File: config.mk
export PLATFORM = sky130hd
export DESIGN_NAME = pfb_ram
export DESIGN_NICKNAME = d
export VERILOG_FILES = /design/src/hw/rtl/pfb_ram.sv
export SDC_FILE = /design/constraint.sdc
export NUM_CORES = 2
export LEC_CHECK = 0
export BUFFER_PORTS_ARGS = -buffer_cell sky130_fd_sc_hd__clkbuf_2
export CAP_MARGIN = 20
export CORE_MARGIN = 2
export CORE_UTILIZATION = 59
export CTS_BUF_LIST = sky130_fd_sc_hd__clkbuf_8
export DETAILED_ROUTE_END_ITERATION = 10
export GPL_ROUTABILITY_DRIVEN = 0
export PLACE_DENSITY_LB_ADDON = 0.12
export SLEW_MARGIN = 20
export SYNTH_ARGS = -nofsm -noshare
export SYNTH_HDL_FRONTEND = slang
export SYNTH_SLANG_ARGS = --single-unit
File: constraint.sdc
create_clock -name aclk -period 2 [get_ports aclk]
set_input_delay 0.2 -clock aclk [delete_from_list [all_inputs] [get_ports aclk]]
set_output_delay 0.2 -clock aclk [all_outputs]
set_load 0.05 [all_outputs]
File: src/hw/rtl/pfb_ram.sv
// Generic single-port-write, single-port-read RAM with registered read.
// No dependencies.
module pfb_ram #(
    parameter int WIDTH = 8,
    parameter int DEPTH = 512
) (
    input  logic                     aclk,
    input  logic                     wr_en,
    input  logic [$clog2(DEPTH)-1:0] wr_addr,
    input  logic [WIDTH-1:0]         wr_data,
    input  logic [$clog2(DEPTH)-1:0] rd_addr,
    output logic [WIDTH-1:0]         rd_data
);
    logic [WIDTH-1:0] mem [DEPTH];

    always_ff @(posedge aclk) begin
        if (wr_en) begin
            mem[wr_addr] <= wr_data;
        end
        rd_data <= mem[rd_addr];
    end
endmodule

Word level (Yosys, flattened, before mapping)
Memories as Yosys holds them, arrays and structs flattened. A register that Yosys moved wholly into a read port is not among the register bits.
Cells that the tools add are included.

word-level totals
  output and inout bits = 8
  flip-flop bits (word level) = 0
  memories kept = 1
  RAM bits = 4096
  bits of input ports = 28

memories
  memory  words  width  rd ports  clocked after memory_dff  write ports  line  text
  mem     512    8      1         1                         1            14    logic [WIDTH-1:0] mem [DEPTH];

cells by class
  multiplexer cells = 2

operators by type and width
  operator  number
  $mux 1    2

Depth between registers and ports, before layout
  depth in word-level cells = 2
  gate-level depth with buffers = 12

Least setup slack after synthesis
No wires, ideal clock.

  kind = in2reg
  start point = input rd_addr[0]
  end point = register rd_data[0], read port of mem
  setup time = 118 ps
  path slack = -172 ps
  data arrival time = 2054 ps
  stages = 10
  buffers on the path = 4
  data required time = 1882 ps
  cells stage by stage = buf_4 buf_12 buf_12 buf_2 mux4_2 o21ai_0 nand3_1 nand4_1 o21ai_0 o2111a_1

RTL lines
  element      line  text
  from (decl)  11    input logic [$clog2(DEPTH)-1:0] rd_addr,
  to (decl)    12    output logic [WIDTH-1:0] rd_data

==> results.cfg <==
[sta]
layout_setup_ws_ns = -0.3192
rsz0062_at_grt = true
worstMarginPinSlew_ns = 0.9870
holdWs_ns = 0.08992
timing.slew.headroom = 0.3398
finalSetupTns_ns = -1.816
fmaxAchievable_mhz = 431.2
finalHoldViolations = 0
fin_crit_ns = 2.319
setup_viol = 19
drv_slew = 0
clock-skew-final_ns = 0.06285
finalCritPeriodShare = 1.160

[placement]
port-buffer-count = 35
dpl-instance-area_um2 = 176500
dp_cells = 12739
hpwlAfterDp_um = 276800

[route]
drcViolationCount = 0
num_vias = 89156
wl_met3_um = 42940
wl_met1_um = 167300
dr_wl_met2_um = 204600
first_pass_iters = 6
top_layer_used = met5
final_antenna_net_count = 0
via_per_inst = 6.408
drt-total-wl_um = 430700
wire_per_inst_um = 30.95
drt_iter0_drc = 11789

[critical_path]
worst_path_largest_cell_delay_ns = 0.46
startpoint_type = register
arrival_ns = 3.45
crit_fanout = 2
critical_path_class = reg -> reg
critPathSlowestCell = nor4_4
required_ns = 3.13
critical_path.top_delay_family = simple AND/OR/NAND/NOR gates
worst_setup_path_end_kind = register
path_buf_inv = 1
crit_chain = mux2i_1, o221ai_2, a21oi_4, nor4_2, buf_4, nand4_1, nor4_4, o2111a_1

[synth]
synth-seq-cells = 4104
ys_seq_area_frac = 0.7701
synth_nets = 8058
synth_warnings = 0
synth_edf_count = 4096
syn_area_um2 = 159900
syn_avg_cell_area_um2 = 19.92
synth_cells = 8030
async_flop_share = 0
ys.flop_type = edfxtp_1
ys_types = 51

[clocking]
cts_tree = done
clock-root-buffer = clkbuf_8
cts.sinks = 4104
clk-insertion-delay-late_ns = 1.22
max-clock-path-buffers = 4
cts_max_level = 6
clkTransAtPathRegs_ns = 0.06
cts_buffers = 642

[floorplanning]
rows = 191
core_um2 = 270300
initial_utilization = 0.5917
die_w_um = 524.6
io_pins = 36
die_area_um2 = 275200
dieHeight_um = 524.6

[global_routing]
antenna_found_initial = 19
grt_pass1_wl_um = 619100
grt_max_degree = 128
grt_pass1_vias = 89602
gr-total-overflow = 0
grt.total_usage = 0.3107

[power_and_ir_drop]
p_per_area_nw_per_um2 = 895.9
p_leak_uw = 0.06458
ir_drop_mv = 0.7989

[finish]
instances_no_fill = 13914
regArea_um2 = 123200
stdcell_area_um2 = 189900
fillers = 16652
final_nets = 9862
area.growth.synth_to_final_pct = 18.75
multi_input_area_um2 = 35510
drive_above_1_share = 0.3228

[flow_run]
cap_violations = 0

[status]
violations = setup timing
outcome = finished, violations left

[hold_path]
worstHoldPathType = in -> reg
==> registers in the layout, summed over array words and instances, names as in the netlist <==
signal,count
mem,4096
rd_data,8
==> cell usage after synthesis, drive strengths merged (5+ instances only) <==
| cell type | n | share of area |
|---|---|---|
| nor2b | 6 | 0.00023 |
| o41ai | 7 | 0.00038 |
| dfxtp | 8 | 0.0010 |
| nor3 | 109 | 0.0034 |
| clkbuf | 265 | 0.0062 |
| nor3b | 8 | 0.00038 |
| nand4 | 32 | 0.0013 |
| o311ai | 6 | 0.00033 |
| o22ai | 163 | 0.0064 |
| o221ai | 372 | 0.020 |
| o2111a | 8 | 0.00056 |
| nand2 | 111 | 0.0026 |
| mux4 | 654 | 0.092 |
| o31ai | 13 | 0.00061 |
| o21ai | 119 | 0.0037 |
| edfxtp | 4096 | 0.77 |
| nor4 | 36 | 0.0014 |
| and2 | 20 | 0.00078 |
| nand3 | 36 | 0.0011 |
| a22oi | 61 | 0.0029 |
| buf | 248 | 0.012 |
| a211oi | 17 | 0.00080 |
| or3 | 6 | 0.00023 |
| nor2 | 597 | 0.014 |
| a21oi | 194 | 0.0061 |
| or2 | 5 | 0.00020 |
| mux2i | 797 | 0.050 |
| a22o | 5 | 0.00027 |
==> kinds of logic (layout without fill, tap and decap cells) <==
kind of cell | after synthesis | after routing | share of synthesized area
buf+inv | 516 | 2818 | 0.01849
other cells | 0 | 12 | 0
mux | 1451 | 1451 | 0.1420
simple gates | 980 | 980 | 0.02631
flops | 4104 | 4104 | 0.7701
compound gates | 979 | 979 | 0.04313
==> what timing repair did <==
action                                  in CTS  in global routing
pin swaps                                   57                 66
setup buffers                                7                  3
hold buffers                                31                  0
endpoints found under the hold margin     4537                  0
gates resized for setup                    221                 95
endpoints found under the setup margin      16                 16
==> worst min-delay path, delay by kind of cell <==
| kind | cells | cell delay, ns |
|---|---|---|
| and+or+nand+nor | 3 | 0.57 |
| buffers and inverters | 1 | 0.31 |
==> per-stage QoR <==
stage          setup slack, ns  utilization  total power, µW
3_3_place_gp            -1.595       0.6529           106500
3_5_place_dp            -1.631       0.6529           106700
6_report               -0.3192       0.7026           170100
4_1_cts                -0.2492       0.7007           170800
2_1_floorplan         -0.03179            -           101300
5_1_grt                -0.3539       0.7026           175000
==> worst paths after layout <==
| check | startpoint | cells past startpoint | end | slack (ns) |
|---|---|---|---|---|
| min | wr_addr[6] | 4 | mem[396][4]$_DFFE_PP_ | 0.09 |
| max | mem[49][5]$_DFFE_PP_ | 8 | rd_data[5]$_DFF_P_ | -0.32 |
| min reg2reg | mem[358][1]$_DFFE_PP_ | 6 | rd_data[1]$_DFF_P_ | 1.14 |
| max reg2reg | mem[49][5]$_DFFE_PP_ | 8 | rd_data[5]$_DFF_P_ | -0.32 |
==> layout make-up <==
class	instances	area share
Antenna cell	12	0.0001581
Clock buffer	658	0.04769
Inverter	3	0.00009883
Timing Repair Buffer	1673	0.07960
Clock inverter	484	0.01331
Tap cell	3570	0.02352
Sequential cell	4104	0.6487
Multi-Input combinational cell	3410	0.1870
==> power by group <==
group          internal, µW  leakage [µW]  switching [µW]
registers             94700        0.0369             135
logic                  4050        0.0211            6550
clock network         32100       0.00665           32600
==> routing by layer <==
metal	vias to the layer above	global-route usage
li1	37184	-
met5	-	0
met1	46182	0.4460
met4	8	0.1088
met2	4963	0.4857
met3	819	0.05792
==> cells in the final DEF (no fill, tap or decap), drive strengths merged, types with 36 or more instances in the layout <==
cell	netlist	layout
a21oi	194	194
a22oi	61	61
buf	248	1622
clkbuf	265	680
clkinv	0	222
edfxtp	4096	4096
inv	3	239
mux2i	797	797
mux4	654	654
nand2	111	111
nand3	36	36
nor2	597	597
nor3	109	109
nor4	36	36
o21ai	119	119
o221ai	372	372
o22ai	163	163
Power figures use the tool's default switching activity.
